File: src/assert_macros.svh
// Assertion helpers shared by the tokenizer modules.
`ifndef ASSERT_MACROS_SVH
`define ASSERT_MACROS_SVH

`ifndef SYNTHESIS
// Same-cycle implication, checked while out of reset.
`define ASSERT_IMP(lbl, clk, rstn, ante, cons) \
  lbl: assert property (@(posedge clk) disable iff (!(rstn)) (ante) |-> (cons)) \
    else $error("assertion failed");
// Next-cycle implication, checked while out of reset.
`define ASSERT_NXT(lbl, clk, rstn, ante, cons) \
  lbl: assert property (@(posedge clk) disable iff (!(rstn)) (ante) |=> (cons)) \
    else $error("assertion failed");
`else
`define ASSERT_IMP(lbl, clk, rstn, ante, cons)
`define ASSERT_NXT(lbl, clk, rstn, ante, cons)
`endif

`endif

File: src/qts_pkg.sv
package qts_pkg;

  localparam int DELIM_SLOTS = 4;
  localparam int SLOT_MAX    = 4;   // delimiter bytes held by the 32-bit register
  localparam int SLOT_CAP    = (DELIM_SLOTS < SLOT_MAX) ? DELIM_SLOTS : SLOT_MAX;
  localparam int GROUP_MAX   = 4;   // most results one byte can cause

  localparam logic [7:0] BACKSLASH = 8'h5C;
  localparam logic [7:0] DQUOTE    = 8'h22;
  localparam logic [7:0] TOK_MAX   = 8'hFF;

  typedef enum logic [1:0] {
    MODE_SKIP,
    MODE_TOKEN,
    MODE_RAW,
    MODE_RAW_SWALLOW
  } mode_t;

  typedef enum logic [1:0] {
    KIND_BYTE,
    KIND_END,
    KIND_EOI,
    KIND_RSVD
  } kind_t;

  typedef enum logic [1:0] {
    REG_DELIM_CHARS,
    REG_DELIM_COUNT,
    REG_MAX_TOKENS,
    REG_USE_QUOTES
  } reg_idx_t;

  typedef struct packed {
    logic [31:0] delim_chars;
    logic [2:0]  delim_count;
    logic [7:0]  max_tokens;
    logic        use_quotes;
  } cfg_t;

  typedef struct packed {
    logic [7:0] ch;
    kind_t      kind;
    logic [7:0] num;
  } res_t;

  // All results of one input byte; slots above last_idx are unused.
  typedef struct packed {
    res_t [GROUP_MAX-1:0] slot;
    logic [1:0]           last_idx;
  } group_t;

  function automatic logic is_delim(logic [7:0] c, cfg_t cfg);
    logic       hit;
    logic [2:0] n;
    hit = 1'b0;
    n   = (cfg.delim_count > 3'(SLOT_CAP)) ? 3'(SLOT_CAP) : cfg.delim_count;
    for (int i = 0; i < SLOT_CAP; i++) begin
      if ((3'(i) < n) && (cfg.delim_chars[8*i +: 8] == c)) begin
        hit = 1'b1;
      end
    end
    return hit;
  endfunction

  function automatic logic limit_hit(logic [7:0] t, logic [7:0] mt);
    return (mt != 8'd0) && (t >= (mt - 8'd1));
  endfunction

endpackage

File: src/quoted_token_splitter.sv
// Channel   Direction  Handshake            Payload
// input     in         push / full          in_char, in_final_char
// result    out        pop / empty          out_char, out_kind, out_token_number,
//                                           out_run_last
// config    in         cfg_valid/cfg_ready  cfg_index, cfg_data
//
// A byte is taken at any edge with push high and full low; the front scans it in
// that cycle and writes its results (none to four) to the queue as one group.
// Its results go through the queue into the back's output register; the back then
// hands out one result per cycle while the receiver pops, so a byte with k results takes k pops.
// full rises once QUEUE_DEPTH groups wait, so a slow receiver stalls the input.
// Synchronous reset empties the queue, restores registers and scan state; cfg_ready is 1.

module quoted_token_splitter #(
  parameter int QUEUE_DEPTH = 2
) (
  input  logic        clk,
  input  logic        rst_n,
  // input requests
  input  logic        push,
  output logic        full,
  input  logic [7:0]  in_char,
  input  logic        in_final_char,
  // results
  output logic        empty,
  input  logic        pop,
  output logic [7:0]  out_char,
  output logic [1:0]  out_kind,
  output logic [7:0]  out_token_number,
  output logic        out_run_last,
  // register writes
  input  logic        cfg_valid,
  output logic        cfg_ready,
  input  logic [1:0]  cfg_index,
  input  logic [31:0] cfg_data
);

  qts_pkg::cfg_t   cfg_r;
  qts_pkg::group_t grp_in;
  qts_pkg::group_t grp_head;
  logic            grp_push;
  logic            grp_pop;
  logic            grp_avail;
  logic            acc;

  assign cfg_ready = 1'b1;
  assign acc       = push && !full;

  // Register file; the user must write it only while the block is idle; the block does not enforce this.
  always_ff @(posedge clk) begin
    if (!rst_n) begin
      cfg_r.delim_chars <= 32'd32;
      cfg_r.delim_count <= 3'd1;
      cfg_r.max_tokens  <= 8'd0;
      cfg_r.use_quotes  <= 1'b1;
    end else if (cfg_valid && cfg_ready) begin
      unique case (qts_pkg::reg_idx_t'(cfg_index))
        qts_pkg::REG_DELIM_CHARS: cfg_r.delim_chars <= cfg_data;
        qts_pkg::REG_DELIM_COUNT: cfg_r.delim_count <= cfg_data[2:0];
        qts_pkg::REG_MAX_TOKENS:  cfg_r.max_tokens  <= cfg_data[7:0];
        qts_pkg::REG_USE_QUOTES:  cfg_r.use_quotes  <= cfg_data[0];
      endcase
    end
  end

  // Front: scan state and result grouping, one byte per cycle while the queue is not full.
  qts_front u_front (
    .clk        (clk),
    .rst_n      (rst_n),
    .acc        (acc),
    .in_char    (in_char),
    .final_char (in_final_char),
    .cfg        (cfg_r),
    .grp_valid  (grp_push),
    .grp        (grp_in)
  );

  // Groups waiting for the back; full here backpressures the input.
  qts_fifo #(
    .Depth (QUEUE_DEPTH)
  ) u_fifo (
    .clk      (clk),
    .rst_n    (rst_n),
    .push     (grp_push),
    .wdata    (grp_in),
    .full     (full),
    .pop      (grp_pop),
    .rdata    (grp_head),
    .nonempty (grp_avail)
  );

  // Back: unpacks each group into single results behind an output register.
  qts_back u_back (
    .clk              (clk),
    .rst_n            (rst_n),
    .grp_valid        (grp_avail),
    .grp              (grp_head),
    .grp_pop          (grp_pop),
    .pop              (pop),
    .empty            (empty),
    .out_char         (out_char),
    .out_kind         (out_kind),
    .out_token_number (out_token_number),
    .out_run_last     (out_run_last)
  );

endmodule

File: src/qts_front.sv
`include "assert_macros.svh"

module qts_front (
  input  logic              clk,
  input  logic              rst_n,
  input  logic              acc,
  input  logic [7:0]        in_char,
  input  logic              final_char,
  input  qts_pkg::cfg_t     cfg,
  output logic              grp_valid,
  output qts_pkg::group_t   grp
);

  qts_pkg::mode_t mode_r, mode_nxt;
  logic           inq_r, inq_nxt;
  logic           esc_r, esc_nxt;
  logic           has_r, has_nxt;
  logic [7:0]     tok_r, tok_nxt;

  qts_pkg::res_t [qts_pkg::GROUP_MAX-1:0] rs;
  logic [2:0] n;
  logic       dlm;
  logic       do_tok;
  logic       closing;

  always_ff @(posedge clk) begin
    if (!rst_n) begin
      mode_r <= qts_pkg::MODE_SKIP;
      inq_r  <= 1'b0;
      esc_r  <= 1'b0;
      has_r  <= 1'b0;
      tok_r  <= '0;
    end else if (acc) begin
      mode_r <= mode_nxt;
      inq_r  <= inq_nxt;
      esc_r  <= esc_nxt;
      has_r  <= has_nxt;
      tok_r  <= tok_nxt;
    end
  end

  always_comb begin
    mode_nxt = mode_r;
    inq_nxt  = inq_r;
    esc_nxt  = esc_r;
    has_nxt  = has_r;
    tok_nxt  = tok_r;
    rs       = '0;
    n        = '0;
    do_tok   = 1'b0;
    closing  = 1'b0;
    dlm      = qts_pkg::is_delim(in_char, cfg);

    unique case (mode_r)
      qts_pkg::MODE_SKIP: begin
        if (!dlm) begin
          if (qts_pkg::limit_hit(tok_nxt, cfg.max_tokens)) begin
            mode_nxt    = qts_pkg::MODE_RAW;
            rs[n[1:0]]  = '{ch: in_char, kind: qts_pkg::KIND_BYTE, num: tok_nxt};
            n           = n + 3'd1;
            has_nxt     = 1'b1;
          end else begin
            mode_nxt = qts_pkg::MODE_TOKEN;
            do_tok   = 1'b1;
          end
        end
      end
      qts_pkg::MODE_TOKEN: begin
        do_tok = 1'b1;
      end
      qts_pkg::MODE_RAW_SWALLOW: begin
        mode_nxt = qts_pkg::MODE_RAW;
        if (!dlm) begin
          rs[n[1:0]] = '{ch: in_char, kind: qts_pkg::KIND_BYTE, num: tok_nxt};
          n          = n + 3'd1;
          has_nxt    = 1'b1;
        end
      end
      qts_pkg::MODE_RAW: begin
        rs[n[1:0]] = '{ch: in_char, kind: qts_pkg::KIND_BYTE, num: tok_nxt};
        n          = n + 3'd1;
        has_nxt    = 1'b1;
      end
    endcase

    if (do_tok) begin
      priority if (dlm && !inq_nxt) begin
        // unquoted delimiter closes the token
        if (has_nxt) begin
          rs[n[1:0]] = '{ch: 8'd0, kind: qts_pkg::KIND_END, num: tok_nxt};
          n          = n + 3'd1;
          if (tok_nxt != qts_pkg::TOK_MAX) tok_nxt = tok_nxt + 8'd1;
        end
        has_nxt  = 1'b0;
        esc_nxt  = 1'b0;
        mode_nxt = qts_pkg::limit_hit(tok_nxt, cfg.max_tokens) ?
                   qts_pkg::MODE_RAW : qts_pkg::MODE_SKIP;
      end else if (!cfg.use_quotes) begin
        rs[n[1:0]] = '{ch: in_char, kind: qts_pkg::KIND_BYTE, num: tok_nxt};
        n          = n + 3'd1;
        has_nxt    = 1'b1;
      end else if (in_char == qts_pkg::BACKSLASH) begin
        if (esc_nxt) begin
          rs[n[1:0]] = '{ch: in_char, kind: qts_pkg::KIND_BYTE, num: tok_nxt};
          n          = n + 3'd1;
          has_nxt    = 1'b1;
          esc_nxt    = 1'b0;
        end else begin
          esc_nxt = 1'b1;
        end
      end else if (in_char == qts_pkg::DQUOTE) begin
        if (esc_nxt) begin
          rs[n[1:0]] = '{ch: in_char, kind: qts_pkg::KIND_BYTE, num: tok_nxt};
          n          = n + 3'd1;
          has_nxt    = 1'b1;
          esc_nxt    = 1'b0;
        end else begin
          closing = inq_nxt;
          inq_nxt = !inq_nxt;
          if (has_nxt) begin
            rs[n[1:0]] = '{ch: 8'd0, kind: qts_pkg::KIND_END, num: tok_nxt};
            n          = n + 3'd1;
            if (tok_nxt != qts_pkg::TOK_MAX) tok_nxt = tok_nxt + 8'd1;
          end
          has_nxt = 1'b0;
          esc_nxt = 1'b0;
          if (qts_pkg::limit_hit(tok_nxt, cfg.max_tokens)) begin
            mode_nxt = closing ? qts_pkg::MODE_RAW_SWALLOW : qts_pkg::MODE_RAW;
          end else begin
            mode_nxt = qts_pkg::MODE_SKIP;
          end
        end
      end else begin
        // backslash before an ordinary byte is kept
        if (esc_nxt) begin
          rs[n[1:0]] = '{ch: qts_pkg::BACKSLASH, kind: qts_pkg::KIND_BYTE, num: tok_nxt};
          n          = n + 3'd1;
          esc_nxt    = 1'b0;
        end
        rs[n[1:0]] = '{ch: in_char, kind: qts_pkg::KIND_BYTE, num: tok_nxt};
        n          = n + 3'd1;
        has_nxt    = 1'b1;
      end
    end

    if (final_char) begin
      if (has_nxt) begin
        rs[n[1:0]] = '{ch: 8'd0, kind: qts_pkg::KIND_END, num: tok_nxt};
        n          = n + 3'd1;
        if (tok_nxt != qts_pkg::TOK_MAX) tok_nxt = tok_nxt + 8'd1;
      end
      rs[n[1:0]] = '{ch: 8'd0, kind: qts_pkg::KIND_EOI, num: tok_nxt};
      n          = n + 3'd1;
      mode_nxt   = qts_pkg::MODE_SKIP;
      inq_nxt    = 1'b0;
      esc_nxt    = 1'b0;
      has_nxt    = 1'b0;
      tok_nxt    = '0;
    end
  end

  assign grp_valid    = acc && (n != 3'd0);
  assign grp.slot     = rs;
  assign grp.last_idx = 2'(n - 3'd1);

  // swallow mode is only entered on a closing quote
  `ASSERT_IMP(a_swallow_unquoted, clk, rst_n, mode_r == qts_pkg::MODE_RAW_SWALLOW, !inq_r)
  `ASSERT_IMP(a_skip_clean, clk, rst_n, mode_r == qts_pkg::MODE_SKIP, !has_r && !esc_r)

endmodule

File: src/qts_fifo.sv
`include "assert_macros.svh"

module qts_fifo #(
  parameter int Depth = 2
) (
  input  logic            clk,
  input  logic            rst_n,
  input  logic            push,
  input  qts_pkg::group_t wdata,
  output logic            full,
  input  logic            pop,
  output qts_pkg::group_t rdata,
  output logic            nonempty
);

  localparam int PtrW = (Depth > 1) ? $clog2(Depth) : 1;
  localparam int CntW = $clog2(Depth + 1);

  qts_pkg::group_t mem_r [Depth];
  logic [PtrW-1:0] wr_ptr_r, rd_ptr_r;
  logic [CntW-1:0] cnt_r;

  always_ff @(posedge clk) begin
    if (push) begin
      mem_r[wr_ptr_r] <= wdata;
    end
  end

  always_ff @(posedge clk) begin
    if (!rst_n) begin
      wr_ptr_r <= '0;
      rd_ptr_r <= '0;
      cnt_r    <= '0;
    end else begin
      if (push) begin
        wr_ptr_r <= (wr_ptr_r == PtrW'(Depth - 1)) ? '0 : wr_ptr_r + 1'b1;
      end
      if (pop) begin
        rd_ptr_r <= (rd_ptr_r == PtrW'(Depth - 1)) ? '0 : rd_ptr_r + 1'b1;
      end
      unique case ({push, pop})
        2'b10:   cnt_r <= cnt_r + 1'b1;
        2'b01:   cnt_r <= cnt_r - 1'b1;
        default: cnt_r <= cnt_r;
      endcase
    end
  end

  assign rdata    = mem_r[rd_ptr_r];
  assign full     = (cnt_r == CntW'(Depth));
  assign nonempty = (cnt_r != '0);

  `ASSERT_IMP(a_no_overflow, clk, rst_n, push, !full || pop)
  `ASSERT_IMP(a_no_underflow, clk, rst_n, pop, cnt_r != '0)

endmodule

File: src/qts_back.sv
`include "assert_macros.svh"

module qts_back (
  input  logic            clk,
  input  logic            rst_n,
  input  logic            grp_valid,
  input  qts_pkg::group_t grp,
  output logic            grp_pop,
  input  logic            pop,
  output logic            empty,
  output logic [7:0]      out_char,
  output logic [1:0]      out_kind,
  output logic [7:0]      out_token_number,
  output logic            out_run_last
);

  logic          out_valid_r;
  qts_pkg::res_t out_res_r;
  logic          out_last_r;
  logic [1:0]    idx_r;
  logic          load;
  logic          at_last;

  assign at_last = (idx_r == grp.last_idx);
  assign load    = grp_valid && (!out_valid_r || pop);
  assign grp_pop = load && at_last;

  always_ff @(posedge clk) begin
    if (!rst_n) begin
      out_valid_r <= 1'b0;
      idx_r       <= '0;
    end else if (load) begin
      out_valid_r <= 1'b1;
      idx_r       <= at_last ? 2'd0 : idx_r + 2'd1;
    end else if (pop) begin
      out_valid_r <= 1'b0;
    end
  end

  always_ff @(posedge clk) begin
    if (load) begin
      out_res_r  <= grp.slot[idx_r];
      out_last_r <= at_last;
    end
  end

  assign empty            = !out_valid_r;
  assign out_char         = out_res_r.ch;
  assign out_kind         = out_res_r.kind;
  assign out_token_number = out_res_r.num;
  assign out_run_last     = out_last_r;

  `ASSERT_IMP(a_idx_in_group, clk, rst_n, grp_valid, idx_r <= grp.last_idx)
  `ASSERT_IMP(a_mark_no_char, clk, rst_n,
              out_valid_r && (out_res_r.kind != qts_pkg::KIND_BYTE), out_res_r.ch == 8'd0)

endmodule
File: config.mk
export PLATFORM = sky130hd
export DESIGN_NAME = quoted_token_splitter
export DESIGN_NICKNAME = d
export VERILOG_FILES = /design/src/qts_pkg.sv /design/src/quoted_token_splitter.sv /design/src/qts_front.sv /design/src/qts_fifo.sv /design/src/qts_back.sv
export VERILOG_INCLUDE_DIRS = /design/src /design/src/src
export SDC_FILE = /design/constraint.sdc
export NUM_CORES = 1
export LEC_CHECK = 0
export BUFFER_PORTS_ARGS = -buffer_cell sky130_fd_sc_hd__buf_2
export CORE_MARGIN = 8
export CORE_UTILIZATION = 55
export DETAILED_ROUTE_END_ITERATION = 16
export PLACE_DENSITY = 0.84
export SYNTH_ARGS = -nofsm -noshare
export SYNTH_HDL_FRONTEND = slang
export SYNTH_SLANG_ARGS = --single-unit
File: constraint.sdc
create_clock -name clk -period 10.3 [get_ports clk]
set_clock_uncertainty 0.15 [all_clocks]
set_input_delay 1.545 -clock clk [delete_from_list [all_inputs] [get_ports clk]]
set_output_delay 1.545 -clock clk [all_outputs]
set_load 0.02 [all_outputs]
-- Word-level counts from Yosys, hierarchy flattened
Memories as Yosys holds them, arrays and structs flattened. A register that Yosys moved wholly into a read port is not among the register bits.
Cells that the tools add are included.
- mux-type cells: 133
- divide/modulo/power cells: 0
- reduce and logical (&&, ||, !) cells: 37
- shifts and indexed selects: 0
- multipliers: 0
- add/sub/neg operators: 13
- equality and inequality tests: 21
- bitwise operators: 0
- $lt $le $gt $ge: 17
- operators by type and width (kind ; number):
    $mux W72 ; 17
    $bwmux W72 ; 6
    $mux W8 ; 20
    $demux W18 S2 ; 4
    $mux W18 ; 8
    $mux W3 ; 18
    $pmux W18 S3 ; 1
    $mux W1 ; 41
    $bmux W18 S2 ; 1
    $eq A8 B8 Y1 ; 4
    $ge A8 B8 Y1 ; 3
    $mux W2 ; 12
    $add A8 B1 Y8 const B ; 2
    $logic_and A1 B1 Y1 ; 16
    $ne A8 B8 Y1 const B ; 2
    $lt A2 B3 Y1 const B ; 5
    $add A3 B1 Y3 const B ; 4
    $eq A2 B2 Y1 const B ; 6
    $reduce_bool A2 Y1 ; 6
    $pmux W3 S3 ; 1
    $eq A8 B6 Y1 const B ; 1
    $eq A8 B7 Y1 const B ; 1
    $ge A2 B1 Y1 const B ; 4
    $pmux W2 S2 ; 2
    20 further kinds ; 36
- bits in writable memories: 148
- memories kept: 1
- latch bits: 0
- word-level logic and storage cells: 240
- flip-flop bits (word level): 83
- ROM bits: 0
- memories (name ; words ; width ; rd ports ; clocked after Yosys merged registers in ; wr ports ; line ; RTL):
    u_fifo.mem_r ; 2 ; 74 ; 1 ; 1 ; 1 ; qts_fifo.sv:19 ; qts_pkg::group_t mem_r [Depth];

-- Depth between registers and ports, before layout
- depth after elaboration: 32
- depth in mapped cells: 31
- mapped depth without buffers: 31

-- Cells and area by module
A second synthesis with hierarchy kept.
- cell total of the unflattened synthesis: 1135
- area, all modules: 12768.5 µm²
- modules (own cells, without submodules) (module ; times used ; area each (µm²) ; cells each):
    qts_fifo ; 1 ; 5551.6 ; 252
    qts_front ; 1 ; 4202.8 ; 632
    quoted_token_splitter ; 1 ; 1800.5 ; 187
    qts_back ; 1 ; 1213.7 ; 64

-- Worst setup path before layout
OpenSTA, ideal clock, no wires.
- kind: input to register
- start: input in_char[0]
- end: memory u_fifo.mem_r[0][0] in the netlist's numbering, enable pin
- path slack: 0.638 ns
- buffers on the path: 2
- setup time: 0.506 ns
- arrival time: 9.006 ns
- cell stages on the path: 26
- required time: 9.644 ns
- cells stage by stage: clkbuf_1 > xnor2_1 > nand3_1 > or4_1 > and4_1 > buf_2 > nand2b_1 > o21bai_2 > clkinv_1 > nand2_1 > ha_1 > o32ai_1 > a21oi_1 > o22ai_1 > o211ai_1 > o21ai_1 > inv_1 > ha_1 > mux2i_1 > ha_1 > inv_1 > a31oi_1 > o21ai_1 > xnor2_1 > a21o_1 > nor2_1
- longest elaborated chain between the ends: 30
- elaborated cells between the ends (all ways): 53
- classes of those cells: 4 x add/sub; 6 x eq/ne; 36 x mux; 7 x reduce/logical
- ends and longest elaborated chain (what ; line ; RTL):
    from (decl) ; quoted_token_splitter.sv:22 ; input logic [7:0] in_char,
    $eq A8 B8 Y1 ; qts_pkg.sv:58 ; if ((3'(i) < n) && (cfg.delim_chars[8*i +: 8] == c)) begin
    $logic_and A1 B1 Y1 ; qts_pkg.sv:58 ;
    $mux W1 (4 in series) ; qts_pkg.sv:58 ;
    $mux W1 or $mux W3 (tied branches) ; qts_front.sv:73, qts_front.sv:56 ;
    $pmux W3 S3 ; qts_front.sv:54 ; unique case (mode_r)
    $add A3 B1 Y3 ; -- ;
    $mux W3 ; qts_front.sv:103, qts_front.sv:135 ;
    $mux W3 ; qts_front.sv:111 ; end else if (in_char == qts_pkg::DQUOTE) begin
    (+11 left out) ; -- ;
    $mux W3 ; qts_front.sv:147 ; if (has_nxt) begin
    $mux W3 ; qts_front.sv:146 ; if (final_char) begin
    $add A3 B1 Y3 ; qts_front.sv:153 ; n = n + 3'd1;
    $mux W3 (*) ; qts_front.sv:146 ;
    $reduce_bool A3 Y1 (*) ; qts_front.sv:162 ; assign grp_valid = acc && (n != 3'd0);
    $logic_and A1 B1 Y1 (*) ; qts_front.sv:162 ;
    $mux W1 (*) ; qts_fifo.sv:24 ; if (push) begin
    $mux W1 (implied by the code) (*) ; qts_fifo.sv:25 ; mem_r[wr_ptr_r] <= wdata;
    to (decl) ; qts_fifo.sv:19 ;
Mark *: on every way between the ends. The rest lies on a longest branch, timed or not. The select of a mux whose other input is x is not followed.

-- Worst setup path after layout
- start: input in_char[6]
- end: memory u_fifo.mem_r[1][5] in the netlist's numbering, enable pin
Same word-level chain as after synthesis.

==> results.yml <==
power_and_ir_drop:
  vdd_ir_drop_max_uv: 141.1
  power.share.switching_pct: 29.78
  power_frac_clock_pct: 28.4
  pwr-share-comb_pct: 27.0
  p_int_w: 0.002045
  p_leak_nw: 5.019
  p_switching_w: 0.0008672
  power_density_nw_per_um2: 215.2
  seqPwrFrac_pct: 44.5
clocking:
  clk_pin_slew_worst_paths_ns: 0.06
  cts_buffers: 24
  hold_buffers: 0
  cts_root_buffer: "clkbuf_16"
  clock_latency_ns: 0.52
  post-cts-setup-buffers: 0
  clockBufferDepth: 3
  cts_resized: 0
  cts_sinks: 232
  cts_tree: "done"
  htree_levels: 1
worst_hold_path:
  holdCritStartpoint: "cfg_r[13]$_SDFFE_PN0P_"
  hold_depth: 2
  hold_path.class: "register to register"
  whs_endpoint: "cfg_r[13]$_SDFFE_PN0P_"
synthesis:
  async_flop_share_pct: 0
  synth_most_common_cell: "edfxtp_1"
  yosysSeqAreaShare_pct: 51.76
  synth_top_area_cell: "edfxtp_1"
  synth_cell_types: 77
  synth_cells: 1076
  syn_area_per_cell_um2: 11.34
  syn_nets: 1159
  synth_flop_cell: "edfxtp_1"
  synth_top_area_share_pct: 41.10
  yosysWarnings: 0
  synth_area_leaders: "edfxtp_1 41%, dfxtp_1 11%, mux4_2 6.6%"
  synth_commonest_cells: "167 x edfxtp_1, 126 x nand2_1, 65 x dfxtp_1, 52 x a21oi_1"
  synth_edf_count: 167
  syn_area_um2: 12200
  ys_seq_elements: 232
floorplanning:
  die_x_um: 164.9
  rows: 54
  die-area_um2: 27210
  io_pins: 70
  initial_utilization_pct: 55.91
  core-area_um2: 21820
  fp.dieH_um: 164.9
setup_path:
  crit_type: "input port to register"
  crit_family: "compound AO/OA/AOI/OAI gates"
  path_depth: 25
  cp_slowest_cell: "buf_4"
  worstPathRequired_ns: 10.30
  path_buf_inv: 4
  worstPathArrival_ns: 7.94
  r2r_end: "u_fifo.mem_r[1][5]$_DFFE_PP_"
  rr_worst_depth: 27
  crit_path_start_kind: "input port"
  reg2reg_slack_ns: 2.38
  worstPathMaxFanout: 48
  endpoint_kind: "register"
  r2r_start: "cfg_r[2]$_SDFFE_PN0P_"
  slowest_delay_ns: 0.65
  crit_path_frequent_cell: "ha_1"
route:
  antenna_left: 0
  wl_um: 28820
  drtIter0Drc: 1113
  vias: 8791
  vias_per_cell: 6.182
  drc_errors: 0
  wl_per_cell_um: 20.27
  firstDrtPassIters: 6
timing:
  hold_violations: 0
  worst_pin_slew_ns: 1.165
  rsz0062_at_grt: "false"
  tns_ns: 0
  min_period_ns: 7.934
  slew_headroom_pct: 22.06
  finalCritPeriodShare_pct: 77.03
  max_freq_mhz: 126.0
  setup_viol: 0
  slew_viol_final: 0
layout:
  final_layout_size_suffix_gt1_share_pct: 17.25
  n_antenna_cell: 0
  ff_latch_area_um2: 6317
  multiInputGateArea_um2: 5533
  fill_cells: 1697
  area.growth.synth_to_final_pct: 10.93
  final_core_util_pct: 62.02
  layout.nets: 1207
global_route:
  antenna_found_initial: 0
  grt_pass1_wl_um: 45540
  grt_use_total_pct: 21.11
  grt_pass1_vias: 8467
  grt-ovfl-total: 0
  grt_max_degree: 69
placed_design:
  gp_congestion: 0.9898
  io_buffers: 68
  post-dp-hpwl_um: 20150
status:
  outcome: "finished, final reports clean"
flow_run:
  cap_violations: 0
-- flip-flops by register name, summed over array words and instances (netlist names), 2 cells and up, named ones only --
name and flops:
cfg_r 44, u_front.tok_r 8, u_back.out_token_number 8, u_back.idx_r 2, u_fifo.cnt_r 2, u_front.mode_r 2, u_back.out_kind 2, u_fifo.mem_r 148
u_back.out_char 8
-- how the worst max path moves through the flow --
stage	start	end	slack (ns)
6_report	in_char[6]	u_fifo.mem_r[1][5]$_DFFE_PP_	2.37
5_1_grt	cfg_r[1]$_SDFFE_PN0P_	u_fifo.mem_r[0][20]$_DFFE_PP_	1.85
2_1_floorplan	in_char[0]	u_fifo.mem_r[0][0]$_DFFE_PP_	0.64
3_5_place_dp	in_char[6]	u_fifo.mem_r[1][2]$_DFFE_PP_	1.91
3_3_place_gp	in_char[6]	u_fifo.mem_r[0][2]$_DFFE_PP_	2.15
4_1_cts	cfg_r[1]$_SDFFE_PN0P_	u_fifo.mem_r[0][20]$_DFFE_PP_	2.43
-- power groups by stage --
stage	Sequential, W	Clock (W)	Combinational (W)
5_1_grt	0.00131	0.000871	0.000853
3_3_place_gp	0.00130	0	0.000773
4_1_cts	0.00130	0.000841	0.000794
6_report	0.00130	0.000828	0.000787
3_5_place_dp	0.00132	0	0.000785
2_1_floorplan	0.00136	0	0.000525
-- per-layer routing --
layer,track usage (%),wire [um]
met1,28.87,11860
met3,3.938,2837
met2,34.05,13360
met5,0,0
met4,5.651,754
-- worst register-to-register path, delay by kind of cell (launching register included) --
family	cells	cell delay [ns]
adder cells (fa/ha/maj)	5	1.49
XOR/XNOR	2	0.30
multiplexers	1	0.11
flip-flops	1	0.35
AND/OR/NAND/NOR	6	1.77
buffers and inverters	3	1.19
AO/OA/AOI/OAI	10	2.12
-- placed cells by master, fill, tap and decap left out, drive strengths merged, types with 22 or more instances in the layout --
master,count
buf,81
xnor2,33
a21oi,52
inv,35
dfxtp,65
ha,35
edfxtp,167
clkbuf,37
o21ai,39
xor2,26
nand2,127
mux2,22
nor2b,26
and2,22
nor2,49
nor3,22
nand3,35
a21boi,36
mux4,36
-- logic make-up after synthesis --
family | synth area share [%]
simple gates | 14.52
flops | 51.76
compound gates | 12.33
buf+inv | 3.076
mux | 10.23
xor+xnor | 4.297
fa+ha+maj | 3.753
other cells | 0.03073
-- final cells by class --
cell class,instances,area share (%)
Clock buffer,37,4.955
Clock inverter,7,0.6193
Inverter,38,1.054
Multi-Input combinational cell,747,40.88
Sequential cell,232,46.67
Tap cell,280,2.588
Timing Repair Buffer,81,3.235
-- through the flow --
| step | worst slack [ns] | hold WS [ns] | cell area, um2 | power, W | instances |
|---|---|---|---|---|---|
| 3_3_place_gp | 2.150 | 0.3194 | 12780 | 0.002072 | 1378 |
| 4_1_cts | 2.429 | 0.3357 | 13540 | 0.002933 | 1422 |
| 2_1_floorplan | 0.6380 | 0.3053 | 12200 | 0.001889 | 1076 |
| 6_report | 2.366 | 0.3319 | 13540 | 0.002912 | 1422 |
| 5_1_grt | 1.848 | 0.3595 | 13540 | 0.003037 | 1422 |
| 3_5_place_dp | 1.910 | 0.3232 | 12780 | 0.002100 | 1378 |
Power figures use the tool's default switching activity.
